**src/hdl/tekd_pkg.sv**
```systemverilog
// Shared types and constants for the terminal escape key decoder.
// No dependencies; imported by every module of the block.
`timescale 1ns / 1ps

package tekd_pkg;

    // Parser mode
    typedef enum logic [1:0] {
        MODE_IDLE = 2'd0,
        MODE_ESC  = 2'd1,
        MODE_SEQ  = 2'd2
    } mode_t;

    // Key codes
    localparam logic [6:0] KEY_NONE      = 7'd0;
    localparam logic [6:0] KEY_ENTER     = 7'd1;
    localparam logic [6:0] KEY_TAB       = 7'd2;
    localparam logic [6:0] KEY_BACKSPACE = 7'd3;
    localparam logic [6:0] KEY_ESCAPE    = 7'd4;
    localparam logic [6:0] KEY_UP        = 7'd5;
    localparam logic [6:0] KEY_DOWN      = 7'd6;
    localparam logic [6:0] KEY_LEFT      = 7'd7;
    localparam logic [6:0] KEY_RIGHT     = 7'd8;
    localparam logic [6:0] KEY_HOME      = 7'd9;
    localparam logic [6:0] KEY_END       = 7'd10;
    localparam logic [6:0] KEY_PGUP      = 7'd11;
    localparam logic [6:0] KEY_PGDN      = 7'd12;

    // Byte values
    localparam logic [7:0] CH_ESC   = 8'h1b;
    localparam logic [7:0] CH_CSI   = 8'h5b;  // '['
    localparam logic [7:0] CH_SS3   = 8'h4f;  // 'O'
    localparam logic [7:0] CH_TILDE = 8'h7e;
    localparam logic [7:0] CH_FIVE  = 8'h35;
    localparam logic [7:0] CH_SIX   = 8'h36;
    localparam logic [7:0] CH_ZERO  = 8'h30;
    localparam logic [7:0] CH_NINE  = 8'h39;
    localparam logic [7:0] CH_SEMI  = 8'h3b;
    localparam logic [7:0] CH_DEL   = 8'h7f;
    localparam logic [7:0] CH_BS    = 8'h08;
    localparam logic [7:0] CH_TAB   = 8'h09;
    localparam logic [7:0] CH_LF    = 8'h0a;
    localparam logic [7:0] CH_CR    = 8'h0d;
    localparam logic [7:0] CH_SPACE = 8'd32;
    localparam logic [7:0] CH_LAST  = 8'd126;
    localparam logic [7:0] CH_UP    = 8'h41;  // 'A'
    localparam logic [7:0] CH_DOWN  = 8'h42;  // 'B'
    localparam logic [7:0] CH_RIGHT = 8'h43;  // 'C'
    localparam logic [7:0] CH_LEFT  = 8'h44;  // 'D'
    localparam logic [7:0] CH_END   = 8'h46;  // 'F'
    localparam logic [7:0] CH_HOME  = 8'h48;  // 'H'

    localparam logic [7:0] COUNT_MAX = 8'd255;

    // One input byte with its batch marker
    typedef struct packed {
        logic [7:0] data_byte;
        logic       batch_end;
    } item_t;

    // Decoder result toward the output register
    typedef struct packed {
        logic       valid;
        logic [6:0] key_code;
    } result_t;

    // Map a byte seen outside any sequence
    function automatic logic [6:0] plain_key(input logic [7:0] b);
        logic [6:0] k;
        k = KEY_NONE;
        if (b == CH_CR || b == CH_LF) begin
            k = KEY_ENTER;
        end else if (b == CH_TAB) begin
            k = KEY_TAB;
        end else if (b == CH_DEL || b == CH_BS) begin
            k = KEY_BACKSPACE;
        end else if (b >= CH_SPACE && b <= CH_LAST) begin
            k = b[6:0];
        end
        return k;
    endfunction

    // Map the final byte of a cursor sequence
    function automatic logic [6:0] final_key(input logic [7:0] b);
        logic [6:0] k;
        unique case (b)
            CH_UP:    k = KEY_UP;
            CH_DOWN:  k = KEY_DOWN;
            CH_RIGHT: k = KEY_RIGHT;
            CH_LEFT:  k = KEY_LEFT;
            CH_HOME:  k = KEY_HOME;
            CH_END:   k = KEY_END;
            default:  k = KEY_NONE;
        endcase
        return k;
    endfunction

endpackage

```
**src/hdl/tekd_in_reg.sv**
```systemverilog
// Input register of the terminal escape key decoder.
// Depends on tekd_pkg for item_t.
`timescale 1ns / 1ps

module tekd_in_reg
    import tekd_pkg::*;
(
    input  logic  aclk,
    input  logic  aresetn,
    input  logic  s_valid,
    output logic  s_ready,
    input  item_t s_item,
    output logic  q_valid,
    input  logic  q_take,
    output item_t q_item
);

    logic  valid_reg;
    item_t item_reg;

    // Accept when empty or when the held request moves on this cycle
    assign s_ready = !valid_reg || q_take;
    assign q_valid = valid_reg;
    assign q_item  = item_reg;

    // Hold or advance the request
    always_ff @(posedge aclk) begin
        if (!aresetn) begin
            valid_reg <= 1'b0;
        end else if (s_ready) begin
            valid_reg <= s_valid;
        end
    end

    always_ff @(posedge aclk) begin
        if (s_ready && s_valid) begin
            item_reg <= s_item;
        end
    end

endmodule

```
**src/hdl/tekd_decoder.sv**
```systemverilog
// Escape sequence parser: mode, parameter count and first parameter state,
// plus the key mapping. Depends on tekd_pkg for types, codes and mappers.
`timescale 1ns / 1ps

module tekd_decoder
    import tekd_pkg::*;
#(
    parameter int PENDING_MAX = 16
) (
    input  logic    aclk,
    input  logic    aresetn,
    input  logic    fire,
    input  item_t   item,
    output result_t result
);

    localparam logic [8:0] PendLimit = 9'(PENDING_MAX);

    mode_t      mode_reg,  mode_next;
    logic [7:0] count_reg, count_next;
    logic [7:0] first_reg, first_next;
    logic [6:0] key;
    logic       is_param;

    assign is_param = (item.data_byte == CH_SEMI) ||
                      (item.data_byte >= CH_ZERO && item.data_byte <= CH_NINE);

    // State register
    always_ff @(posedge aclk) begin
        if (!aresetn) begin
            mode_reg  <= MODE_IDLE;
            count_reg <= 8'd0;
            first_reg <= 8'd0;
        end else if (fire) begin
            mode_reg  <= mode_next;
            count_reg <= count_next;
            first_reg <= first_next;
        end
    end

    // Next state and key
    always_comb begin
        mode_next  = MODE_IDLE;
        count_next = count_reg;
        first_next = first_reg;
        key        = KEY_NONE;
        unique case (mode_reg)
            MODE_ESC: begin
                if (item.data_byte == CH_CSI || item.data_byte == CH_SS3) begin
                    mode_next  = MODE_SEQ;
                    count_next = 8'd0;
                    first_next = 8'd0;
                    if (item.batch_end && (9'd2 > PendLimit)) begin
                        mode_next = MODE_IDLE;
                    end
                end
            end
            MODE_SEQ: begin
                if (is_param) begin
                    mode_next = MODE_SEQ;
                    if (count_reg == 8'd0) begin
                        first_next = item.data_byte;
                    end
                    if (count_reg != COUNT_MAX) begin
                        count_next = count_reg + 8'd1;
                    end
                    // Drop an overlong pending sequence at batch end
                    if (item.batch_end && ((9'd2 + {1'b0, count_next}) > PendLimit)) begin
                        mode_next = MODE_IDLE;
                    end
                end else if (item.data_byte == CH_TILDE) begin
                    if (count_reg == 8'd1 && first_reg == CH_FIVE) begin
                        key = KEY_PGUP;
                    end else if (count_reg == 8'd1 && first_reg == CH_SIX) begin
                        key = KEY_PGDN;
                    end
                end else begin
                    key = final_key(item.data_byte);
                end
            end
            default: begin
                if (item.data_byte == CH_ESC) begin
                    if (item.batch_end) begin
                        key = KEY_ESCAPE;
                    end else begin
                        mode_next = MODE_ESC;
                    end
                end else begin
                    key = plain_key(item.data_byte);
                end
            end
        endcase
    end

    assign result.valid    = fire && (key != KEY_NONE);
    assign result.key_code = key;

endmodule

```
**src/hdl/tekd_out_reg.sv**
```systemverilog
// Result register of the terminal escape key decoder.
// Depends on tekd_pkg for result_t.
`timescale 1ns / 1ps

module tekd_out_reg
    import tekd_pkg::*;
(
    input  logic       aclk,
    input  logic       aresetn,
    input  result_t    result,
    output logic       can_take,
    output logic       m_valid,
    input  logic       m_ready,
    output logic [6:0] m_key
);

    logic       valid_reg;
    logic [6:0] key_reg;

    // Load when empty or when the held result is taken
    assign can_take = !valid_reg || m_ready;
    assign m_valid  = valid_reg;
    assign m_key    = key_reg;

    always_ff @(posedge aclk) begin
        if (!aresetn) begin
            valid_reg <= 1'b0;
        end else if (can_take) begin
            valid_reg <= result.valid;
        end
    end

    always_ff @(posedge aclk) begin
        if (can_take && result.valid) begin
            key_reg <= result.key_code;
        end
    end

endmodule

```
**src/hdl/terminal_escape_key_decoder_top.sv**
```systemverilog
// Channel   Dir  tdata                   tlast
// s_axis    in   [7:0] data_byte         batch_end
// m_axis    out  [6:0] key_code, [7] 0   -
//
// One byte per cycle unless the output stalls, with no bubbles.
// Bytes that end in no key (control bytes, sequence bytes) give no result.
// A byte is held in the input register, its key in the output register.
// Reset is synchronous, active low, and clears the parser to idle.
// A stalled result holds in the output register while one more byte waits.
// Depends on tekd_pkg, tekd_in_reg, tekd_decoder and tekd_out_reg.
`timescale 1ns / 1ps

module terminal_escape_key_decoder_top
    import tekd_pkg::*;
#(
    parameter int PENDING_MAX = 16
) (
    input  logic       aclk,
    input  logic       aresetn,
    input  logic       s_tvalid,
    output logic       s_tready,
    input  logic [7:0] s_tdata,   // [7:0] data_byte
    input  logic       s_tlast,   // batch_end
    output logic       m_tvalid,
    input  logic       m_tready,
    output logic [7:0] m_tdata,   // [6:0] key_code, [7] zero
    output logic       m_tlast
);

    item_t      s_item;
    item_t      q_item;
    logic       q_valid;
    logic       can_take;
    logic       fire;
    result_t    result;
    logic [6:0] m_key;

    assign s_item.data_byte = s_tdata;
    assign s_item.batch_end = s_tlast;

    // Advance the held byte into the parser when the result slot is free
    assign fire = q_valid && can_take;

    tekd_in_reg u_in_reg (
        .aclk    (aclk),
        .aresetn (aresetn),
        .s_valid (s_tvalid),
        .s_ready (s_tready),
        .s_item  (s_item),
        .q_valid (q_valid),
        .q_take  (can_take),
        .q_item  (q_item)
    );

    tekd_decoder #(
        .PENDING_MAX (PENDING_MAX)
    ) u_decoder (
        .aclk    (aclk),
        .aresetn (aresetn),
        .fire    (fire),
        .item    (q_item),
        .result  (result)
    );

    tekd_out_reg u_out_reg (
        .aclk     (aclk),
        .aresetn  (aresetn),
        .result   (result),
        .can_take (can_take),
        .m_valid  (m_tvalid),
        .m_ready  (m_tready),
        .m_key    (m_key)
    );

    assign m_tdata = {1'b0, m_key};
    assign m_tlast = 1'b0;

endmodule

```
**config.mk**
```make
export PLATFORM = sky130hd
export DESIGN_NAME = terminal_escape_key_decoder_top
export DESIGN_NICKNAME = d
export VERILOG_FILES = /design/src/hdl/tekd_pkg.sv /design/src/hdl/tekd_in_reg.sv /design/src/hdl/tekd_decoder.sv /design/src/hdl/tekd_out_reg.sv /design/src/hdl/terminal_escape_key_decoder_top.sv
export SDC_FILE = /design/constraint.sdc
export NUM_CORES = 1
export LEC_CHECK = 0
export BUFFER_PORTS_ARGS = -buffer_cell sky130_fd_sc_hd__buf_4
export CAP_MARGIN = 20
export CORE_MARGIN = 5
export CORE_UTILIZATION = 43
export DETAILED_ROUTE_END_ITERATION = 10
export MAX_ROUTING_LAYER = met4
export PLACE_DENSITY = 0.63
export SKIP_CTS_REPAIR_TIMING = 1
export SLEW_MARGIN = 20
export SYNTH_ARGS = -nofsm -noshare
export SYNTH_HDL_FRONTEND = slang
export SYNTH_SLANG_ARGS = --single-unit
```
**constraint.sdc**
```tcl
create_clock -name aclk -period 3.7 [get_ports aclk]
set_clock_uncertainty 0.05 [all_clocks]
set_input_delay 0.37 -clock aclk [delete_from_list [all_inputs] [get_ports aclk]]
set_output_delay 0.37 -clock aclk [all_outputs]
set_load 0.01 [all_outputs]
```
Yosys cells after proc, flatten, opt, wreduce, memory -nomap -nowiden:

Cells that the tools add are included.

* register bits: 36
* bits of input ports: 13
* output and inout bits: 11
* logic and storage cells: 89

* add/sub/neg operators: 2
* $lt $le $gt $ge: 5
* equality and inequality tests: 25
* mux-type cells: 27
* reductions and logical operators: 22

Operators by type and width (count)
* == test 8 x 7 -> 1 bit (second input constant): 10
* two-way mux 7 bit: 8
* two-way mux 8 bit: 7
* == test 8 x 4 -> 1 bit (second input constant): 4
* case mux 8 bit (2 select lines): 2
* == test 8 x 6 -> 1 bit (second input constant): 3
* case mux 4 bit (6 select lines): 1
* >= comparator 8 x 6 -> 1 bit (second input constant): 2
* case mux 7 bit (2 select lines): 1
* adder 2 x 8 -> 9 bit (first input constant): 1
* greater-than comparator 9 x 5 -> 1 bit (second input constant): 1
* logical AND 1 bit: 9
* adder 8 x 1 -> 8 bit (second input constant): 1
* == test 8 x 1 -> 1 bit (second input constant): 1
* == test 8 x 5 -> 1 bit (second input constant): 1
* <= comparator 8 x 6 -> 1 bit (second input constant): 1
* <= comparator 8 x 7 -> 1 bit (second input constant): 1
* logical NOT 8 bit: 1
* two-way mux 2 bit: 4
* inequality test 8 bit (second input constant): 1
* nonzero test 7 bit: 1
* logical OR 1 bit: 6
* inequality test 2 x 1 -> 1 bit (second input constant): 3
* AND reduction 5 bit: 1
* 9 further kinds: 10

Depth between registers and ports, before layout:

Gate-level depths: netlist of run 1.

* word-level depth: 11
* gate-level depth with buffers: 11
* gate-level depth less buffers: 11

Cells and area by module:

Synthesis of run 1 repeated with hierarchy kept, for this count alone.

* cell total of the unflattened synthesis: 246
* area, all modules: 2245.9 um^2

By module, submodules not included
* tekd_decoder: instances 1, cells each 216, area an instance 1625.3 um^2, sequential area each 360.3 um^2
* tekd_in_reg: instances 1, cells each 14, area an instance 327.8 um^2, sequential area each 290.3 um^2
* tekd_out_reg: instances 1, cells each 12, area an instance 267.8 um^2, sequential area each 230.2 um^2
* terminal_escape_key_decoder_top: instances 1, cells each 4, area an instance 25.0 um^2, sequential area each 0.0 um^2

Least setup slack after synthesis of run 1:

No wires, ideal clock.

* path kind: register to register
* start: register u_decoder.count_reg[0]
* end: register u_out_reg.key_reg[0] (netlist: u_out_reg.m_key[0]) (enable)
* library setup time: 0.373 ns
* arrival: 2.267 ns
* data required time: 3.277 ns
* path slack: 1.010 ns
* stages on the path, launching flop included: 8
* buffers on the path: 0
* clock period less this slack: 2.690 ns
* cells stage by stage: dfxtp_1 > ha_1 > and4b_1 > nand4_1 > o311a_1 > or4_1 > and4_1 > a21oi_1

* word-level cells in the longest chain between the ends: 10
* elaborated cells on any way between the ends: 11
* those cells by class: eq/ne: 1; mux: 5; reduce/logical: 5

Ends and longest elaborated chain
* start, declared: RTL line tekd_decoder.sv:20 `logic [7:0] count_reg, count_next;`
* start signal, assigned: RTL line tekd_decoder.sv:36 `count_reg <= count_next;`
* == test 8 x 1 -> 1 bit (*): RTL line tekd_decoder.sv:72, tekd_decoder.sv:74
* logical AND 1 bit: RTL line tekd_decoder.sv:74 `end else if (count_reg == 8'd1 && first_reg == CH_SIX) begin`
* two-way mux 4 bit: RTL line tekd_decoder.sv:74
* two-way mux 7 bit (*): RTL line tekd_decoder.sv:72 `if (count_reg == 8'd1 && first_reg == CH_FIVE) begin`
* two-way mux 7 bit (*): RTL line tekd_decoder.sv:71 `end else if (item.data_byte == CH_TILDE) begin`
* two-way mux 7 bit (*): RTL line tekd_decoder.sv:59 `if (is_param) begin`
* case mux 7 bit (2 select lines) (*): RTL line tekd_decoder.sv:47 `unique case (mode_reg)`
* nonzero test 7 bit (*): RTL line tekd_decoder.sv:95 `assign result.valid = fire && (key != KEY_NONE);`
* logical AND 1 bit (*): RTL line tekd_decoder.sv:95
* logical AND 1 bit (*): RTL line tekd_out_reg.sv:34 `if (can_take && result.valid) begin`
* end signal, assigned: RTL line tekd_out_reg.sv:35 `key_reg <= result.key_code;`
* end, declared: RTL line tekd_out_reg.sv:18 `logic [6:0] key_reg;`

Every way passes the cells marked *; elsewhere a longest branch is shown, timed or not.
A chain may end at the register's enable or synchronous reset.

Worst setup path after layout of run 1:

* start: register u_in_reg.item_reg, in the netlist u_in_reg.q_item[1]
* end: register u_out_reg.key_reg[6] (netlist: u_out_reg.m_key[6]) (enable)

* word-level cells in the longest chain between the ends: 11
* elaborated cells on any way between the ends: 35
* those cells by class: order compare: 4; eq/ne: 14; mux: 9; reduce/logical: 8

Ends and longest elaborated chain
* start, declared: RTL line tekd_in_reg.sv:19 `item_t item_reg;`
* start signal, assigned: RTL line tekd_in_reg.sv:37 `item_reg <= s_item;`
* >= comparator 8 x 6 -> 1 bit or <= comparator 8 x 7 -> 1 bit (tied branches): RTL line tekd_pkg.sv:77 `end else if (b >= CH_SPACE && b <= CH_LAST) begin`
* logical AND 1 bit: RTL line tekd_pkg.sv:77
* two-way mux 7 bit: RTL line tekd_pkg.sv:77
* two-way mux 7 bit: RTL line tekd_pkg.sv:75 `end else if (b == CH_DEL || b == CH_BS) begin`
* two-way mux 7 bit: RTL line tekd_pkg.sv:73 `end else if (b == CH_TAB) begin`
* two-way mux 7 bit: RTL line tekd_pkg.sv:71 `if (b == CH_CR || b == CH_LF) begin`
* two-way mux 7 bit: RTL line tekd_decoder.sv:82 `if (item.data_byte == CH_ESC) begin`
* case mux 7 bit (2 select lines) (*): RTL line tekd_decoder.sv:47
* nonzero test 7 bit (*): RTL line tekd_decoder.sv:95
* logical AND 1 bit (*): RTL line tekd_decoder.sv:95
* logical AND 1 bit (*): RTL line tekd_out_reg.sv:34

Marked as above.

==> results of run 1 <==
[metal layers]
metal	routed length [µm]	global-route usage, %
met1	2470	23.4
met2	2090	21.4
met3	384	3.58
met4	87	5.56
met5	0	-
[cell type report]
| cell class | count | area (µm²) | area share (%) |
|---|---|---|---|
| clock buffers | 6 | 72.6 | 2.85 |
| clock inverters | 2 | 11.3 | 0.442 |
| inverters | 14 | 52.6 | 2.06 |
| multi-input cells | 190 | 1270 | 49.8 |
| flip-flops and latches | 36 | 881 | 34.6 |
| well taps | 70 | 87.6 | 3.44 |
| repair buffers | 23 | 173 | 6.78 |
[report_power, final]
group          switching [W]  total [W]  internal, W
Sequential         0.0000119   0.000438     0.000426
Clock               0.000140   0.000270     0.000130
Combinational      0.0000358  0.0000665    0.0000307
[cells in the mapped netlist (all sizes together), types with 6 or more instances]
library cell | n | area, µm²
a21oi | 12 | 60.1
a22oi | 7 | 52.6
and2 | 9 | 57.6
buf | 7 | 51.3
clkbuf | 6 | 22.5
dfxtp | 20 | 400
edfxtp | 16 | 480
ha | 6 | 75.1
inv | 14 | 52.6
nand2 | 17 | 63.8
nand3 | 8 | 40.0
nor2 | 13 | 56.3
nor2b | 18 | 113
nor3 | 7 | 35.0
o21ai | 14 | 70.1
[kinds of logic after synthesis]
kind of cell    count (synthesis)  share of synthesized area (%)
buf+inv                        27                           5.56
mux                             6                           2.70
xor+xnor                        6                           2.31
flops                          36                           38.8
simple gates                  109                           28.6
compound gates                 61                           18.6
other cells                     1                          0.165
fa+ha+maj                       6                           3.30
[per-stage QoR]
step / hold slack, ns / total power [W] / utilization [%] / worst slack (ns) / area (µm²)
global route: 0.186 / 0.000815 / 49.9 / 0.445 / 2550
CTS: 0.195 / 0.000781 / 49.9 / 0.669 / 2550
finish: 0.202 / 0.000775 / 49.9 / 0.614 / 2550
detailed placement: 0.446 / 0.000513 / 48.2 / 0.709 / 2460
global placement: 0.446 / 0.000513 / 48.2 / 0.762 / 2460
floorplan: 0.417 / 0.000487 / - / 1.01 / 2280
[worst max-delay path, delay by kind of cell (launching register included)]
family / cells / cell delay (ns)
AND/OR/NAND/NOR: 3 / 1.08
AO/OA/AOI/OAI: 3 / 1.20
flip-flops: 1 / 0.38
[path summary, 6_finish.rpt]
kind	from	end	slack (ns)
worst max register to register	u_in_reg.q_item[1]$_DFFE_PP_	u_out_reg.m_key[6]$_DFFE_PP_	0.61
worst min register to register	u_decoder.first_reg[2]$_SDFFE_PN0P_	u_decoder.first_reg[2]$_SDFFE_PN0P_	0.46
worst min-delay path	s_tlast	u_in_reg.q_item[0]$_DFFE_PP_	0.20
worst max-delay path	u_in_reg.q_item[1]$_DFFE_PP_	u_out_reg.m_key[6]$_DFFE_PP_	0.61
==> flow_metrics.env, run 1 <==
export IMPL_status="complete, no violations"
export IMPL_die_y_um=82.7
export IMPL_finalHoldViolCount=0
export IMPL_place_hpwl_um=3690
export IMPL_crit_chain="nor2b_1 > o21ai_0 > a311o_1 > or4_1 > and4_1 > a21oi_1"
export IMPL_grt_pass1_vias=1657
export IMPL_cp_max_fo=7
export IMPL_ys_ff_latch=36
export IMPL_dieArea_um2=6840
export IMPL_cp_end_kind="flop"
export IMPL_reg2reg_depth=6
export IMPL_postSynthAreaPerCell_um2=9.02
export IMPL_grt_pass1_wl_um=8070
export IMPL_clock_path_buffers=2
export IMPL_yosys_cell_types_count=61
export IMPL_core_area_um2=5110
export IMPL_period_share_pct=83.4
export IMPL_hold_path_depth=1
export IMPL_drv_cap=0
export IMPL_max_freq_mhz=324
export IMPL_synth_async_reset_ratio_pct=0
export IMPL_via_per_inst=5.60
export IMPL_track_usage_pct=16.0
export IMPL_syn_inst=252
export IMPL_drive_gt1_share_pct=15.9
export IMPL_ant_nets=0
export IMPL_nets=289
export IMPL_dr_pass1_iters=4
export IMPL_fin_crit_ns=3.09
export IMPL_fin_cells=341
export IMPL_required_ns=3.57
export IMPL_dieWidth_um=82.7
export IMPL_num_fill_cells=491
export IMPL_clk_latency_ns=0.29
export IMPL_slew_violations=0
export IMPL_synth_flop_cell="dfxtp_1"
export IMPL_drc_errors=0
export IMPL_p_leak_nw=0.920
export IMPL_h_tree_depth=2
export IMPL_grt_max_degree=22
export IMPL_clkTransAtPathRegs_ns=0.07
export IMPL_start_kind="flop"
export IMPL_worstSetupPathType="flop to flop"
export IMPL_ctsRootBufferMaster="clkbuf_8"
export IMPL_rsz0062_at_grt="no"
export IMPL_largest_register_ffs=9
export IMPL_power_density_nw_per_um2=304
export IMPL_cp_arrival_ns=2.96
export IMPL_relSlewSlack_pct=49.3
export IMPL_max_stage_delay_ns=0.53
export IMPL_layout_common_cells="buf_4, dfxtp_1, nor2b_1, nand2_1, edfxtp_1"
export IMPL_wirelength_um=5030
export IMPL_yosysSeqAreaShare_pct=38.8
export IMPL_worst_pin_slew_ns=0.751
export IMPL_antenna_cells=0
export IMPL_num_vias=1909
export IMPL_place_congestion=0.926
export IMPL_start_util_pct=44.5
export IMPL_min_path_type="primary input to flop"
export IMPL_antenna_found_initial=0
export IMPL_synth_edf_count=16
export IMPL_fin_setup_tns_ns=0
export IMPL_overflow=0
export IMPL_tritoncts="done"
export IMPL_cp_slowest_cell="or4_1"
export IMPL_yosys_warnings=0
export IMPL_post_synth_instance_area_um2=2270
export IMPL_setup_viol=0
export IMPL_num_io_pins=24
export IMPL_numCtsBuffers=5
export IMPL_final_common_cell="buf_4"
export IMPL_cts_sinks=36
export IMPL_dp_cells=333
export IMPL_avgRoutedWirePerCell_um=14.7
export IMPL_num_rows=26
export IMPL_drtIter0Drc=261
export IMPL_area_growth_synth_to_final_pct=12.1
export IMPL_vdd_drop_max_mv=0.243
export IMPL_portBuffers=21
(Power assumes the default switching activity.)
==> inputs of run 2 (changes only) <==
- PLACE_DENSITY: 0.63 -> 0.66
- clock period: 3.7 -> 2.55 ns (I/O delays scaled with it)
==> flow_metrics.env, run 2 (synthesized netlist as in run 1, its figures left out) <==
export IMPL_worstSetupPathType="flop to flop"
export IMPL_num_io_pins=24
export IMPL_hold_path_depth=1
export IMPL_dieArea_um2=6840
export IMPL_r2r_end="u_out_reg.m_key[5]$_DFFE_PP_"
export IMPL_cp_arrival_ns=2.45
export IMPL_cp_max_fo=7
export IMPL_rsz0062_at_grt="yes"
export IMPL_die_y_um=82.7
export IMPL_num_rows=26
export IMPL_ant_nets=0
export IMPL_required_ns=2.48
export IMPL_drc_errors=0
export IMPL_path_buf_inv=1
export IMPL_num_fill_cells=452
export IMPL_post_place_ws_ns=-0.0796
export IMPL_numCtsBuffers=5
export IMPL_crit_chain="inv_2 > ha_1 > and4b_1 > nand4_1 > o311a_1 > or4_4 > and4_4 > a21oi_4"
export IMPL_dieWidth_um=82.7
export IMPL_final_common_cell="buf_4"
export IMPL_power_density_nw_per_um2=491
export IMPL_ctsRootBufferMaster="clkbuf_8"
export IMPL_path_depth=8
export IMPL_fin_hold_ws_ns=0.0889
export IMPL_finalHoldViolCount=0
export IMPL_place_congestion=0.901
export IMPL_grt_pass1_wl_um=9230
export IMPL_whs_endpoint="u_in_reg.q_item[1]$_DFFE_PP_"
export IMPL_place_hpwl_um=4080
export IMPL_min_path_type="primary input to flop"
export IMPL_drive_gt1_share_pct=31.4
export IMPL_min_from="s_tdata[0]"
export IMPL_dp_cells=369
export IMPL_area_growth_synth_to_final_pct=31.1
export IMPL_grt_pass1_vias=1966
export IMPL_vdd_drop_max_mv=0.236
export IMPL_overflow=0
export IMPL_grt_max_degree=22
export IMPL_slew_violations=0
export IMPL_period_share_pct=98.8
export IMPL_reg2reg_depth=8
export IMPL_max_stage_delay_ns=0.49
export IMPL_critPathTopFamily="simple AND/OR/NAND/NOR gates"
export IMPL_nets=330
export IMPL_drv_cap=0
export IMPL_num_vias=2085
export IMPL_clock_path_buffers=2
export IMPL_largest_register_ffs=9
export IMPL_start_util_pct=44.5
export IMPL_setup_viol=0
export IMPL_clkTransAtPathRegs_ns=0.08
export IMPL_cts_sinks=36
export IMPL_status="complete, no violations"
export IMPL_drtIter0Drc=108
export IMPL_cp_slowest_cell="or4_4"
export IMPL_worstSetupStartpoint="u_decoder.count_reg[1]$_SDFFE_PN0P_"
export IMPL_layout_common_cells="buf_4, nor2b_1, dfxtp_1, nand2_1, edfxtp_1"
export IMPL_start_kind="flop"
export IMPL_fin_crit_ns=2.52
export IMPL_avgRoutedWirePerCell_um=14.5
export IMPL_p_leak_nw=1.17
export IMPL_dr_pass1_iters=4
export IMPL_core_area_um2=5110
export IMPL_r2r_slack_ns=0.03
export IMPL_via_per_inst=5.46
export IMPL_antenna_cells=0
export IMPL_r2r_start="u_decoder.count_reg[1]$_SDFFE_PN0P_"
export IMPL_h_tree_depth=2
export IMPL_track_usage_pct=18.2
export IMPL_clk_latency_ns=0.29
export IMPL_fin_cells=382
export IMPL_setup_slack_ns=0.0301
export IMPL_portBuffers=21
export IMPL_antenna_found_initial=0
export IMPL_tritoncts="done"
export IMPL_wirelength_um=5530
export IMPL_cp_end_kind="flop"
export IMPL_max_freq_mhz=397
-- run 2: cell types whose count changed in the layout (fill, tap and decap cells not counted), sizes merged --
cell	before	now
buf	23	64
bufinv	0	3
clkbuf	6	5
clkinv	1	0
clkinvlp	1	0
-- run 2: cell type report --
cell class | count | area (µm²) | share of cell area [%]
clock buffers | 5 | 68.8 | 2.31
multi-input cells | 190 | 1310 | 44.0
flip-flops and latches | 36 | 883 | 29.7
repair buffers | 64 | 484 | 16.3
well taps | 70 | 87.6 | 2.94
clock inverters | 3 | 90.1 | 3.03
inverters | 14 | 52.6 | 1.76
-- run 2: worst max path at each step --
stage                                   endpoint  slack [ns]
global placement    u_out_reg.m_key[6]$_DFFE_PP_      -0.007
detailed placement  u_out_reg.m_key[6]$_DFFE_PP_       -0.08
finish              u_out_reg.m_key[5]$_DFFE_PP_        0.03
floorplan           u_out_reg.m_key[0]$_DFFE_PP_        0.03
CTS                 u_out_reg.m_key[6]$_DFFE_PP_       -0.09
global route        u_out_reg.m_key[0]$_DFFE_PP_        -0.1
-- run 2: worst reg2reg max path, cell delays in order, from the launching register on --
cell	delay (ns)
dfxtp_2	0.32
inv_2	0.06
ha_1	0.14
and4b_1	0.18
nand4_1	0.12
o311a_1	0.40
or4_4	0.49
and4_4	0.22
a21oi_4	0.24
-- run 2: where the power goes --
part	internal, W	switching [W]	leakage, nW
Sequential	0.000618	0.0000100	0.319
Combinational	0.0000702	0.0000673	0.773
Clock	0.000489	0.000208	0.0784
-- run 2: layer usage --
| metal | track usage [%] | vias to the layer above | share of wire, % |
|---|---|---|---|
| li1 | - | 1044 | - |
| met1 | 23.6 | 977 | 47 |
| met2 | 27.7 | 55 | 46 |
| met3 | 5.31 | 9 | 5.9 |
| met4 | 4.74 | 0 | 1.2 |
| met5 | - | - | 0 |
-- run 2: stage by stage --
step	utilization, %	setup TNS (ns)	power [W]	instance area [µm²]
4_1_cts	56.7	-0.644	0.00147	2900
3_5_place_dp	53.6	-0.556	0.000769	2740
5_1_grt	58.3	-0.762	0.00152	2980
6_report	58.3	0	0.00146	2980
2_1_floorplan	-	0	0.000708	2280
3_3_place_gp	53.6	-0.0469	0.000768	2740
==> inputs of run 3 (changes only) <==
- CORE_UTILIZATION: 43 -> 53
- PLACE_DENSITY: 0.66 -> 0.78
==> flow_metrics.env, run 3 (synthesized netlist as in run 1, its figures left out) <==
export IMPL_portBuffers=21
export IMPL_grt_pass1_vias=1961
export IMPL_avgRoutedWirePerCell_um=15.7
export IMPL_numCtsBuffers=5
export IMPL_via_per_inst=5.83
export IMPL_worstSetupStartpoint="u_in_reg.q_item[6]$_DFFE_PP_"
export IMPL_nets=325
export IMPL_clk_latency_ns=0.29
export IMPL_clock_path_buffers=2
export IMPL_drv_cap=0
export IMPL_grt_max_degree=22
export IMPL_clkTransAtPathRegs_ns=0.07
export IMPL_use_met2_pct=31.4
export IMPL_p_leak_nw=1.12
export IMPL_hold_path_depth=1
export IMPL_num_vias=2083
export IMPL_drtIter0Drc=114
export IMPL_area_growth_synth_to_final_pct=26.2
export IMPL_antenna_found_initial=0
export IMPL_finalHoldViolCount=0
export IMPL_cp_arrival_ns=2.65
export IMPL_num_rows=23
export IMPL_drive_gt1_share_pct=30.9
export IMPL_h_tree_depth=2
export IMPL_worstSetupPathType="flop to flop"
export IMPL_r2r_end="u_decoder.count_reg[0]$_SDFFE_PN0P_"
export IMPL_overflow=0
export IMPL_cts_sinks=36
export IMPL_r2r_slack_ns=0.01
export IMPL_wirelength_um=5590
export IMPL_required_ns=2.67
export IMPL_r2r_start="u_in_reg.q_item[6]$_DFFE_PP_"
export IMPL_grt_pass1_wl_um=9050
export IMPL_finish_utilization_pct=70.1
export IMPL_largest_register_ffs=9
export IMPL_period_share_pct=99.5
export IMPL_layout_common_cells="buf_4, nor2b_1, dfxtp_1, nand2_1, edfxtp_1"
export IMPL_drc_errors=0
export IMPL_cp_end_kind="flop"
export IMPL_use_met3_pct=5.54
export IMPL_antenna_cells=0
export IMPL_power_density_nw_per_um2=404
export IMPL_reg2reg_depth=7
export IMPL_status="complete, no violations"
export IMPL_busiest_layer="met2"
export IMPL_dr_pass1_iters=4
export IMPL_cp_max_fo=9
export IMPL_core_area_um2=4090
export IMPL_num_io_pins=24
export IMPL_max_freq_mhz=394
export IMPL_dieWidth_um=75.5
export IMPL_start_kind="flop"
export IMPL_final_common_cell="buf_4"
export IMPL_rsz0062_at_grt="yes"
export IMPL_slew_violations=0
export IMPL_place_congestion=1.03
export IMPL_cp_endpoint="u_decoder.count_reg[0]$_SDFFE_PN0P_"
export IMPL_place_hpwl_um=4160
export IMPL_grt_use_met1_pct=29.5
export IMPL_fin_crit_ns=2.54
export IMPL_setup_viol=0
export IMPL_min_path_type="primary input to flop"
export IMPL_vdd_drop_max_mv=0.364
export IMPL_start_util_pct=55.6
export IMPL_post_place_ws_ns=-0.113
export IMPL_die_y_um=75.5
export IMPL_setup_slack_ns=0.0126
export IMPL_ant_nets=0
export IMPL_num_fill_cells=329
export IMPL_track_usage_pct=21.5
export IMPL_ctsRootBufferMaster="clkbuf_8"
export IMPL_dieArea_um2=5700
export IMPL_tritoncts="done"
-- run 3: metal layers --
| layer | vias up | part of all wire (%) |
|---|---|---|
| met2 | 83 | 44 |
| met1 | 955 | 47 |
| met3 | 8 | 7.6 |
| met5 | - | 0 |
| met4 | 0 | 0.97 |
| li1 | 1037 | - |
-- run 3: final cells by class --
class | count | area (µm²) | area share [%]
Clock buffer | 6 | 72.6 | 2.53
Clock inverter | 2 | 11.3 | 0.393
Inverter | 14 | 52.6 | 1.83
Multi-Input combinational cell | 190 | 1330 | 46.5
Sequential cell | 36 | 883 | 30.8
Tap cell | 50 | 62.6 | 2.18
Timing Repair Buffer | 59 | 450 | 15.7
-- run 3: report_power, final --
group / switching (W) / total, W / internal (W)
combinational: 0.0000697 / 0.000136 / 0.0000659
sequential: 0.0000106 / 0.000629 / 0.000618
clock: 0.000201 / 0.000392 / 0.000191
total: 0.000281 / 0.00116 / 0.000876
-- run 3: worst min-delay path by stage --
| stage | from | endpoint | slack (ns) |
|---|---|---|---|
| 4_1_cts | s_tlast | u_in_reg.q_item[0]$_DFFE_PP_ | 0.08 |
| 3_3_place_gp | s_tlast | u_in_reg.q_item[0]$_DFFE_PP_ | 0.38 |
| 3_5_place_dp | s_tdata[0] | u_in_reg.q_item[1]$_DFFE_PP_ | 0.38 |
| 2_1_floorplan | s_tlast | u_in_reg.q_item[0]$_DFFE_PP_ | 0.30 |
| 5_1_grt | s_tlast | u_in_reg.q_item[0]$_DFFE_PP_ | 0.07 |
| 6_report | s_tlast | u_in_reg.q_item[0]$_DFFE_PP_ | 0.09 |
-- run 3: worst max-delay path: stages, from the launching register on --
cell and delay [ns]:
edfxtp_1 0.43, buf_4 0.20, nand2b_1 0.19, or4_4 0.54, a211o_4 0.40, a21o_4 0.24
a211oi_1 0.27, nor3b_1 0.09
-- run 3: through the flow --
step | TNS (ns) | power (W) | hold slack (ns) | area, µm² | std cells
final | 0 | 0.00116 | 0.0873 | 2870 | 357
after global routing | -0.614 | 0.00121 | 0.0718 | 2870 | 357
after CTS | -1.11 | 0.00116 | 0.0828 | 2780 | 355
after detailed placement | -0.810 | 0.000769 | 0.385 | 2700 | 347
after global placement | -0.0801 | 0.000768 | 0.383 | 2700 | 347
after floorplan | 0 | 0.000708 | 0.304 | 2280 | 253
